$ cat config.mk
export PLATFORM = sky130hd
export DESIGN_NAME = three_level_priority_queue_demote_core_flat
export DESIGN_NICKNAME = d
export VERILOG_FILES = /design/src/design/tlpq_pkg.sv /design/src/design/tlpq_if.sv /design/src/design/tlpq_ram.sv /design/src/design/three_level_priority_queue_demote_core.sv /design/src/flat_wrapper.sv
export SDC_FILE = /design/constraint.sdc
export NUM_CORES = 2
export LEC_CHECK = 0
export BUFFER_PORTS_ARGS = -buffer_cell sky130_fd_sc_hd__buf_2
export CORE_UTILIZATION = 27
export CTS_BUF_LIST = sky130_fd_sc_hd__clkbuf_16
export CTS_CLUSTER_SIZE = 20
export DETAILED_ROUTE_END_ITERATION = 8
export SYNTH_ARGS = -nofsm -noshare
export SYNTH_HDL_FRONTEND = slang
export SYNTH_SLANG_ARGS = --single-unit
$ cat constraint.sdc
create_clock -name clk -period 16.8 [get_ports clk]
set_input_delay 3.36 -clock clk [delete_from_list [all_inputs] [get_ports clk]]
set_output_delay 3.36 -clock clk [all_outputs]
set_load 0.005 [all_outputs]
$ cat src/design/tlpq_pkg.sv
`default_nettype none
// ----------------------------------------------------------------------------
// tlpq_pkg: shared types and constants
// Codes and widths for the three-level priority queue.
// ----------------------------------------------------------------------------
package tlpq_pkg;
  localparam int ID_COUNT_DEF = 64;
  localparam int ID_W         = 6;
  localparam int LINK_W       = 7;
  localparam logic [LINK_W-1:0] NIL = 7'd127;

  typedef enum logic [2:0] {
    MODE_ADMIT  = 3'd0,
    MODE_QUERY  = 3'd1,
    MODE_SERVE  = 3'd2,
    MODE_DEMOTE = 3'd3,
    MODE_LIST   = 3'd4
  } mode_t;

  typedef enum logic [2:0] {
    ST_OK        = 3'd0,
    ST_DUP       = 3'd1,
    ST_BAD_LEVEL = 3'd2,
    ST_UNKNOWN   = 3'd3,
    ST_EMPTY     = 3'd4,
    ST_NONE_REC  = 3'd5
  } status_t;

  typedef struct packed {
    logic [2:0]      mode;
    logic [ID_W-1:0] entry_id;
    logic [1:0]      level_in;
  } in_item_t;

  typedef struct packed {
    logic [2:0]      status;
    logic [ID_W-1:0] entry_out;
    logic [1:0]      level_out;
    logic            last;
  } out_item_t;
endpackage
`default_nettype wire

$ cat src/design/tlpq_if.sv
`default_nettype none
// ----------------------------------------------------------------------------
// tlpq_if: valid/ready channel
// Carries one payload of a given type with a valid/ready handshake.
// ----------------------------------------------------------------------------
interface tlpq_if #(parameter type T = logic) ();
  logic valid;
  logic ready;
  T     data;
  modport source (output valid, output data, input ready);
  modport sink   (input valid, input data, output ready);
endinterface
`default_nettype wire

$ cat src/design/tlpq_ram.sv
`default_nettype none
// ----------------------------------------------------------------------------
// tlpq_ram: generic simple dual-port RAM
// One write port, one read port, registered read data.
// ----------------------------------------------------------------------------
module tlpq_ram #(
  parameter int WIDTH = 8,
  parameter int DEPTH = 64
) (
  input  wire logic                     clk,
  input  wire logic                     we,
  input  wire logic [$clog2(DEPTH)-1:0] waddr,
  input  wire logic [WIDTH-1:0]         wdata,
  input  wire logic [$clog2(DEPTH)-1:0] raddr,
  output logic      [WIDTH-1:0]         rdata
);
  logic [WIDTH-1:0] mem [DEPTH];
  always_ff @(posedge clk) begin
    if (we) mem[waddr] <= wdata;
    rdata <= mem[raddr];
  end
endmodule
`default_nettype wire

$ cat src/design/three_level_priority_queue_demote_core.sv
`default_nettype none
// ----------------------------------------------------------------------------
// three_level_priority_queue_demote_core: strict-priority queue, three levels
// Admit, query, serve, demote and list over doubly linked FIFO levels.
// ----------------------------------------------------------------------------
// One transaction is processed at a time. The links {level, prev, next} of
// every entry sit in one RAM of ID_COUNT words with a registered read. Each
// neighbor fix is a read followed by a write-back. Head and tail of the three
// levels, and the present and recovered bits, are flip-flops cleared at reset,
// so no clearing pass is needed. Path of a transaction through the states:
// - decode, then output, for every error status, an admit into an empty
//   level and a serve on an empty queue;
// - self read then output for a query; a read and write-back of the old tail
//   for an admit behind an existing tail;
// - the self read for a serve, plus a successor fix when there is one;
// - for a demote: the self read, up to two unlink fixes (predecessor,
//   successor), and one head fix when the entry moves to a non-empty level.
// The input is ready again in the cycle after the result register loads.
// The result waits in its own register: the next transaction is taken while
// it waits, and its result stalls only when it is ready before the previous
// one is taken.
// List walks the recovered bits one ID per cycle and emits each recovered ID
// when the next one is found (or the walk ends), holding the walk while a
// result waits.
module three_level_priority_queue_demote_core
  import tlpq_pkg::*;
#(
  parameter int ID_COUNT = ID_COUNT_DEF
) (
  input wire logic clk,
  input wire logic rst_n,
  tlpq_if.sink     in_ch,
  tlpq_if.source   out_ch
);
  localparam int AW = (ID_COUNT > 1) ? $clog2(ID_COUNT) : 1;
  localparam int RW = 2 + 2 * LINK_W;
  localparam int CW = $clog2(ID_COUNT + 1);

  typedef enum logic [3:0] {
    S_IDLE, S_DECODE, S_SELF, S_PREV_RD, S_PREV_WR, S_NEXT_RD, S_NEXT_WR,
    S_PUSH, S_HEAD_WR, S_LIST, S_OUT
  } state_t;

  state_t               state_r;
  logic [ID_COUNT-1:0]  present_r, recovered_r;
  logic [LINK_W-1:0]    head_r [3];
  logic [LINK_W-1:0]    tail_r [3];
  logic [2:0]           mode_r;
  logic [ID_W-1:0]      id_r;
  logic [1:0]           lvl_r;         // admit level, or level index on serve
  logic [LINK_W-1:0]    sp_r, sn_r;    // self prev/next, or neighbor to fix
  logic [1:0]           sl_r;          // current level of the entry
  logic [CW-1:0]        scan_r;
  logic                 pend_v_r;      // a recovered ID waits to be emitted
  logic [ID_W-1:0]      pend_id_r;
  out_item_t            rs_r;          // result being built
  out_item_t            res_r;         // result shown on the output
  logic                 res_v_r;

  logic          we;
  logic [AW-1:0] waddr, raddr;
  logic [RW-1:0] wdata, rdata;

  tlpq_ram #(.WIDTH(RW), .DEPTH(ID_COUNT)) u_links (
    .clk, .we, .waddr, .wdata, .raddr, .rdata
  );

  function automatic out_item_t mk_res(logic [2:0] st, logic [ID_W-1:0] ent);
    out_item_t r;
    r = '{status: st, entry_out: ent, level_out: 2'd0, last: 1'b1};
    return r;
  endfunction

  wire [1:0]        rd_lvl  = rdata[RW-1 -: 2];
  wire [LINK_W-1:0] rd_prev = rdata[2*LINK_W-1 -: LINK_W];
  wire [LINK_W-1:0] rd_next = rdata[LINK_W-1:0];
  wire              id_ok   = ({1'b0, id_r} < (ID_W+1)'(ID_COUNT));
  wire [AW-1:0]     id_a    = AW'(id_r);
  wire              id_pres = id_ok && present_r[id_a];
  wire [1:0]        adm_li  = lvl_r - 2'd1;
  wire              adm_go  = (state_r == S_DECODE) && (mode_r == MODE_ADMIT) && id_ok &&
                              !id_pres && (lvl_r != 2'd0);
  // level of the entry being unlinked: demote clamps a zero level to 1
  wire [1:0]        self_cur = (mode_r == MODE_DEMOTE) ?
                               ((rd_lvl == 2'd0) ? 2'd1 : rd_lvl) : (lvl_r + 2'd1);
  wire [1:0]        self_li  = self_cur - 2'd1;
  wire [1:0]        push_li  = sl_r - 2'd2;
  wire              push_go  = (state_r == S_PUSH) && (mode_r == MODE_DEMOTE) &&
                               (sl_r != 2'd1);
  wire              out_acc  = out_ch.valid && out_ch.ready;
  wire              out_free = !res_v_r || out_acc;
  wire              scan_end = (scan_r == CW'(ID_COUNT));
  wire              rec_hit  = !scan_end && recovered_r[scan_r[AW-1:0]];

  // serve level choice: highest non-empty
  logic [1:0] srv_li;
  always_comb begin
    priority if (head_r[2] != NIL) srv_li = 2'd2;
    else if (head_r[1] != NIL)     srv_li = 2'd1;
    else                           srv_li = 2'd0;
  end

  assign in_ch.ready  = (state_r == S_IDLE);
  assign out_ch.valid = res_v_r;
  assign out_ch.data  = res_r;

  // one read and one write per cycle, driven from state
  always_comb begin
    we    = 1'b0;
    waddr = id_a;
    wdata = '0;
    raddr = id_a;
    unique case (state_r)
      S_DECODE: begin
        // read self (or the head to serve); append writes the new entry
        if (mode_r == MODE_SERVE) raddr = head_r[srv_li][AW-1:0];
        if (adm_go) begin
          we    = 1'b1;
          wdata = {lvl_r, tail_r[adm_li], NIL};
        end
      end
      S_PREV_RD: raddr = sp_r[AW-1:0];
      S_PREV_WR: begin
        we    = 1'b1;
        waddr = sp_r[AW-1:0];
        wdata = {rd_lvl, rd_prev, sn_r};
      end
      S_NEXT_RD: raddr = sn_r[AW-1:0];
      S_NEXT_WR: begin
        we    = 1'b1;
        waddr = sn_r[AW-1:0];
        wdata = {rd_lvl, sp_r, rd_next};
      end
      S_PUSH: begin
        if (push_go) begin
          we    = 1'b1;
          wdata = {sl_r - 2'd1, NIL, head_r[push_li]};
          raddr = head_r[push_li][AW-1:0];
        end
      end
      S_HEAD_WR: begin
        we    = 1'b1;
        waddr = sn_r[AW-1:0];
        wdata = {rd_lvl, {1'b0, id_r}, rd_next};
      end
      default: ;
    endcase
  end

  // output register load
  logic      res_ld;
  out_item_t res_nxt;
  always_comb begin
    res_ld  = 1'b0;
    res_nxt = rs_r;
    if (state_r == S_OUT) begin
      res_ld = out_free;
    end else if (state_r == S_LIST) begin
      res_ld  = out_free && (scan_end || (rec_hit && pend_v_r));
      res_nxt = '{status: pend_v_r ? ST_OK : ST_NONE_REC,
                  entry_out: pend_v_r ? pend_id_r : '0,
                  level_out: 2'd0, last: scan_end};
    end
  end

  always_ff @(posedge clk) begin
    if (!rst_n) begin
      state_r     <= S_IDLE;
      present_r   <= '0;
      recovered_r <= '0;
      for (int i = 0; i < 3; i++) begin
        head_r[i] <= NIL;
        tail_r[i] <= NIL;
      end
      res_v_r <= 1'b0;
    end else begin
      if (res_ld) begin
        res_r   <= res_nxt;
        res_v_r <= 1'b1;
      end else if (out_acc) begin
        res_v_r <= 1'b0;
      end
      unique case (state_r)
        S_IDLE: begin
          if (in_ch.valid && in_ch.ready) begin
            mode_r  <= in_ch.data.mode;
            id_r    <= in_ch.data.entry_id;
            lvl_r   <= in_ch.data.level_in;
            state_r <= S_DECODE;
          end
        end
        S_DECODE: begin
          unique case (mode_r)
            MODE_ADMIT: begin
              priority if (!id_ok) begin
                rs_r <= mk_res(ST_UNKNOWN, id_r); state_r <= S_OUT;
              end else if (id_pres) begin
                rs_r <= mk_res(ST_DUP, id_r); state_r <= S_OUT;
              end else if (lvl_r == 2'd0) begin
                rs_r <= mk_res(ST_BAD_LEVEL, id_r); state_r <= S_OUT;
              end else begin
                // append at the tail; the self word is written this cycle
                rs_r            <= mk_res(ST_OK, id_r);
                present_r[id_a] <= 1'b1;
                tail_r[adm_li]  <= {1'b0, id_r};
                if (tail_r[adm_li] == NIL) begin
                  head_r[adm_li] <= {1'b0, id_r};
                  state_r        <= S_OUT;
                end else begin
                  sp_r    <= tail_r[adm_li];   // old tail.next = id
                  sn_r    <= {1'b0, id_r};
                  state_r <= S_PREV_RD;
                end
              end
            end
            MODE_QUERY, MODE_DEMOTE: begin
              if (!id_pres) begin
                rs_r <= mk_res(ST_UNKNOWN, id_r); state_r <= S_OUT;
              end else begin
                rs_r <= mk_res(ST_OK, id_r); state_r <= S_SELF;
              end
            end
            MODE_SERVE: begin
              if (head_r[srv_li] == NIL) begin
                rs_r    <= mk_res(ST_EMPTY, '0);
                state_r <= S_OUT;
              end else begin
                id_r    <= head_r[srv_li][ID_W-1:0];
                lvl_r   <= srv_li;
                rs_r    <= mk_res(ST_OK, head_r[srv_li][ID_W-1:0]);
                state_r <= S_SELF;
              end
            end
            MODE_LIST: begin
              scan_r   <= '0;
              pend_v_r <= 1'b0;
              state_r  <= S_LIST;
            end
            default: state_r <= S_IDLE;   // unused modes: drop, no result
          endcase
        end
        S_SELF: begin
          if (mode_r == MODE_QUERY) begin
            rs_r.level_out <= rd_lvl;
            state_r        <= S_OUT;
          end else begin
            // unlink: head/tail updates here, neighbor fixes follow
            sp_r <= rd_prev;
            sn_r <= rd_next;
            sl_r <= self_cur;
            if (rd_prev == NIL) head_r[self_li] <= rd_next;
            if (rd_next == NIL) tail_r[self_li] <= rd_prev;
            priority if (rd_prev != NIL) state_r <= S_PREV_RD;
            else if (rd_next != NIL)     state_r <= S_NEXT_RD;
            else                         state_r <= S_PUSH;
          end
        end
        S_PREV_RD: state_r <= S_PREV_WR;
        S_PREV_WR: begin
          priority if (mode_r == MODE_ADMIT) state_r <= S_OUT;
          else if (sn_r != NIL)              state_r <= S_NEXT_RD;
          else                               state_r <= S_PUSH;
        end
        S_NEXT_RD: state_r <= S_NEXT_WR;
        S_NEXT_WR: state_r <= S_PUSH;
        S_PUSH: begin
          if (!push_go) begin
            // serve and level-1 demote end after the unlink
            present_r[id_a] <= 1'b0;
            if (mode_r == MODE_DEMOTE) recovered_r[id_a] <= 1'b1;
            state_r <= S_OUT;
          end else begin
            // move to the front of the next lower level
            head_r[push_li] <= {1'b0, id_r};
            if (head_r[push_li] == NIL) begin
              tail_r[push_li] <= {1'b0, id_r};
              state_r         <= S_OUT;
            end else begin
              sn_r    <= head_r[push_li];   // old head.prev = id
              state_r <= S_HEAD_WR;
            end
          end
        end
        S_HEAD_WR: state_r <= S_OUT;
        S_LIST: begin
          if (scan_end) begin
            if (out_free) state_r <= S_IDLE;
          end else if (rec_hit) begin
            // hold the walk while the pending ID cannot be emitted
            if (!pend_v_r || out_free) begin
              pend_v_r  <= 1'b1;
              pend_id_r <= ID_W'(scan_r);
              scan_r    <= scan_r + CW'(1);
            end
          end else begin
            scan_r <= scan_r + CW'(1);
          end
        end
        S_OUT: begin
          if (out_free) state_r <= S_IDLE;
        end
        default: state_r <= S_IDLE;
      endcase
    end
  end

  // A stalled result holds its value.
  a_out_hold: assert property (@(posedge clk) disable iff (!rst_n)
    (out_ch.valid && !out_ch.ready) |=> (out_ch.valid && $stable(out_ch.data)))
    else $error("result changed while stalled");
  // Served entry leaves the present set.
  a_serve_clear: assert property (@(posedge clk) disable iff (!rst_n)
    (state_r == S_PUSH && mode_r == MODE_SERVE) |=> !present_r[$past(id_a)])
    else $error("served entry still present");
  // Head and tail of a level are empty together.
  a_ht: assert property (@(posedge clk) disable iff (!rst_n)
    state_r == S_IDLE |-> (((head_r[0] == NIL) == (tail_r[0] == NIL)) &&
                           ((head_r[1] == NIL) == (tail_r[1] == NIL)) &&
                           ((head_r[2] == NIL) == (tail_r[2] == NIL))))
    else $error("level head/tail mismatch");
endmodule
`default_nettype wire

$ cat src/flat_wrapper.sv
// flat-port wrapper written by rule: the top's interface ports become plain ports
module three_level_priority_queue_demote_core_flat import tlpq_pkg::*;
#(
  parameter int ID_COUNT = ID_COUNT_DEF
)
  (clk, rst_n, in_ch_valid, in_ch_data, in_ch_ready, out_ch_valid, out_ch_data, out_ch_ready);
  tlpq_if #(.T(in_item_t)) in_ch_i ();
  tlpq_if #(.T(out_item_t)) out_ch_i ();
  input wire logic clk;
  input wire logic rst_n;
  input wire logic [$bits(in_ch_i.valid)-1:0] in_ch_valid;
  input wire logic [$bits(in_ch_i.data)-1:0] in_ch_data;
  output wire logic [$bits(in_ch_i.ready)-1:0] in_ch_ready;
  output wire logic [$bits(out_ch_i.valid)-1:0] out_ch_valid;
  output wire logic [$bits(out_ch_i.data)-1:0] out_ch_data;
  input wire logic [$bits(out_ch_i.ready)-1:0] out_ch_ready;
  assign in_ch_i.valid = in_ch_valid;
  assign in_ch_i.data = in_ch_data;
  assign in_ch_ready = in_ch_i.ready;
  assign out_ch_valid = out_ch_i.valid;
  assign out_ch_data = out_ch_i.data;
  assign out_ch_i.ready = out_ch_ready;
  three_level_priority_queue_demote_core #(.ID_COUNT(ID_COUNT)) u_core (.clk(clk), .rst_n(rst_n), .in_ch(in_ch_i), .out_ch(out_ch_i));
endmodule
==> metrics.cfg <==
[status]
outcome=completed

[die]
core_mm2=0.1952
io_pins=29
rows=162
die-width_um=445.6
die_area_mm2=0.1986
die_y_um=445.6
start_util=0.2723

[detailed_routing]
firstDrtPassIters=7
first_iter_violations=4181
routed_wl_um=147700
routed_via_density=5.050
wl_per_cell_um=21.95
antenna_left=0
num_vias=33980
drc=0

[synthesis]
synth_common_cells=edfxtp_1, nand2_1, nand3_1
synthArstFlopShare=0
yosysSeqAreaShare=0.7026
synth.distinct_cells=88
synth_edf_count=1144
syn_inst=3996
ys.warnings.count=0
syn_avg_cell_area_um2=13.30
synth_largest_area_cell=edfxtp_1
synth_fp_nets=4015
synth_area_leaders=edfxtp_1, dfxtp_1, nand2_1, mux2i_1, nand3_1
synth_top_area_share=0.6464
synth_ff_type=edfxtp_1
postSynthRegisterBits=1293
synth_most_common_cell=edfxtp_1
syn_area_mm2=0.05314

[power]
seqPwrFrac=0.392
p_int_uw=6326
switchingPower_uw=3714
vdd_drop_max_uv=153.5
powerDensity_mw_per_mm2=164.5
power_frac_clock=0.294
p_sw_frac=0.3699
leakagePower_uw=0.02076
power_frac_comb=0.314

[clock_network]
post_cts_buffers=0
clockBufferDepth=3
root_buffer=clkbuf_16
cts.sink_count=1293
hold_buffers=0
cts_buffers=135
clock_latency_ns=0.79
cts_max_level=4
cts_tree=built
clkTransAtPathRegs_ns=0.06
post_cts_resized=0

[final_layout]
multi_input_area_mm2=0.01479
fin_nets=4020
fill_cells=19160
areaGrowthSynthToFinish_pct=14.82
final-seq-area_mm2=0.03734
drive_gt1_frac=0.1117

[sta]
worst_pin_slew_ns=1.280
min_period_ns=5.738
setup_viol_count_final=0
hold_ws_ns=0.4592
tns_ns=0
maxSlewHeadroom=0.1433
finalHoldViolCount=0
max_clock_freq_mhz=174.3
finalMaxSlewViolations=0
clock_skew_ns=0.04915
rsz0062_at_grt=false
fin_crit_sh=0.3415

[global_routing]
grt_overflow=0
use_met1=0.2035
grt_pass1_vias=32380
grt_busiest_layer=met2
grt_pass1_wl_um=217600
met2_usage=0.2245
grt_max_degree=178
grt.total_usage=0.1449
grtUsageMet3=0.02715
antenna_found_initial=6

[setup_path]
cp_cell_sequence=nor4_1 > buf_2
cp_num_buf_inv=1
crit_start=u_core.state_r[3]$_SDFFE_PN0P_
cp_slowest_cell=nor4_1
critPathLaunchType=register
cp-end-kind=output pin
crit_fanout=18
arrival_ns=2.38
slowest_delay_ns=0.84
crit_family=simple AND/OR/NAND/NOR gates
reg2reg_from=u_core.state_r[0]$_SDFFE_PN0P_
path_class=reg2out
critPathRequiredTime_ns=13.44

[hold_path]
hp-class=reg2reg

[job]
max_cap_viol_count=0

[placement]
gp_congestion=0.8875
port_buffers=28
hpwlAfterDp_um=84250

-- worst paths after layout --
| path | endpoint | slack (ns) | cells after the start |
|---|---|---|---|
| max | in_ch_ready | 11.06 | 2 |
| min | register | 0.46 | 2 |
| max reg2reg | u_core.u_links.rdata[1]$_DFF_P_ | 11.11 | 10 |
| min reg2reg | register | 0.46 | 2 |
-- power groups by stage --
stage	clock (µW)	sequential, µW	combinational, µW
2_1_floorplan	0	3930	1960
3_3_place_gp	0	3990	3090
3_5_place_dp	0	3990	3130
4_1_cts	3000	3920	3130
5_1_grt	3130	3940	3350
6_report	2960	3930	3150
-- layout by cell type, fill, tap and decap left out, types with 15 or more instances in the layout --
cell type  instances
nor2_1           180
dfxtp_1          149
clkbuf_16        135
a32oi_1           64
o21ai_0           46
or3_1             17
inv_1             56
nand2b_1          20
nor2b_1           16
mux2i_1          246
a31oi_1           85
nand3_1          328
o211ai_1          20
buf_4            119
a221oi_1          26
and3_1            33
nor3_1            16
and4_1            17
nand4_1          103
clkinv_1          33
a22oi_1           29
o21ai_1           19
nand2_1          780
edfxtp_1        1144
mux4_2            56
a2111o_1          15
buf_2             28
a21oi_1           97
-- final cells by class --
cell class	instances	share of cell area
Clock inverter	102	0.01618
Clock buffer	135	0.05536
Inverter	33	0.002030
Tap cell	2624	0.05380
Timing Repair Buffer	151	0.01825
Multi-Input combinational cell	2387	0.2423
Sequential cell	1293	0.6119
Antenna cell	4	0.0001640
-- worst min-delay path, delay by kind of cell, from the launching register on --
kind	cells	cell delay (ns)
mux	1	0.06
flops	1	0.30
simple gates	1	0.05
-- per-stage QoR --
stage	power (µW)	worst slack, ns	util	area (µm²)	std cells
after global routing	10410	10.85	0.3126	61010	6726
after global placement	7077	10.52	0.2902	56640	6488
after floorplan	5884	11.00	-	53140	3996
after detailed placement	7118	10.44	0.2902	56640	6488
final	10040	11.06	0.3126	61020	6729
after CTS	10060	10.97	0.3126	61010	6725
-- state kept, by name, indices dropped and copies added (netlist names), named ones only --
name                  count
u_core.u_links.mem     1024
u_core.recovered_r       64
u_core.head_r            28
u_core.tail_r            28
u_core.u_links.rdata     16
u_core.out_ch.data       12
u_core.rs_r              11
u_core.scan_r             7
u_core.sn_r               7
u_core.sp_r               7
u_core.id_a               6
u_core.pend_id_r          6
u_core.state_r            4
u_core.mode_r             3
u_core.lvl_r              2
u_core.sl_r               2
u_core.out_ch.valid       1
u_core.pend_v_r           1
-- cells by family (layout without fill, tap and decap cells) --
group,Yosys count,in the layout,share of synthesized area
adders and majority gates,4,4,0.0009418
AOI/OAI and AO/OA,487,487,0.06458
other,0,4,0
buffers and inverters,316,421,0.02458
xor gates and xnor gates,6,6,0.0009889
DFF,1293,1293,0.7026
and+or+nand+nor,1576,1576,0.1337
muxes,314,314,0.07261
-- routing by layer --
metal / wire length [µm] / up-vias
li1: - / 15100
met5: 0 / -
met3: 12640 / 220
met1: 63740 / 17120
met2: 67340 / 1541
met4: 3983 / 0
(Power assumes the default switching activity.)
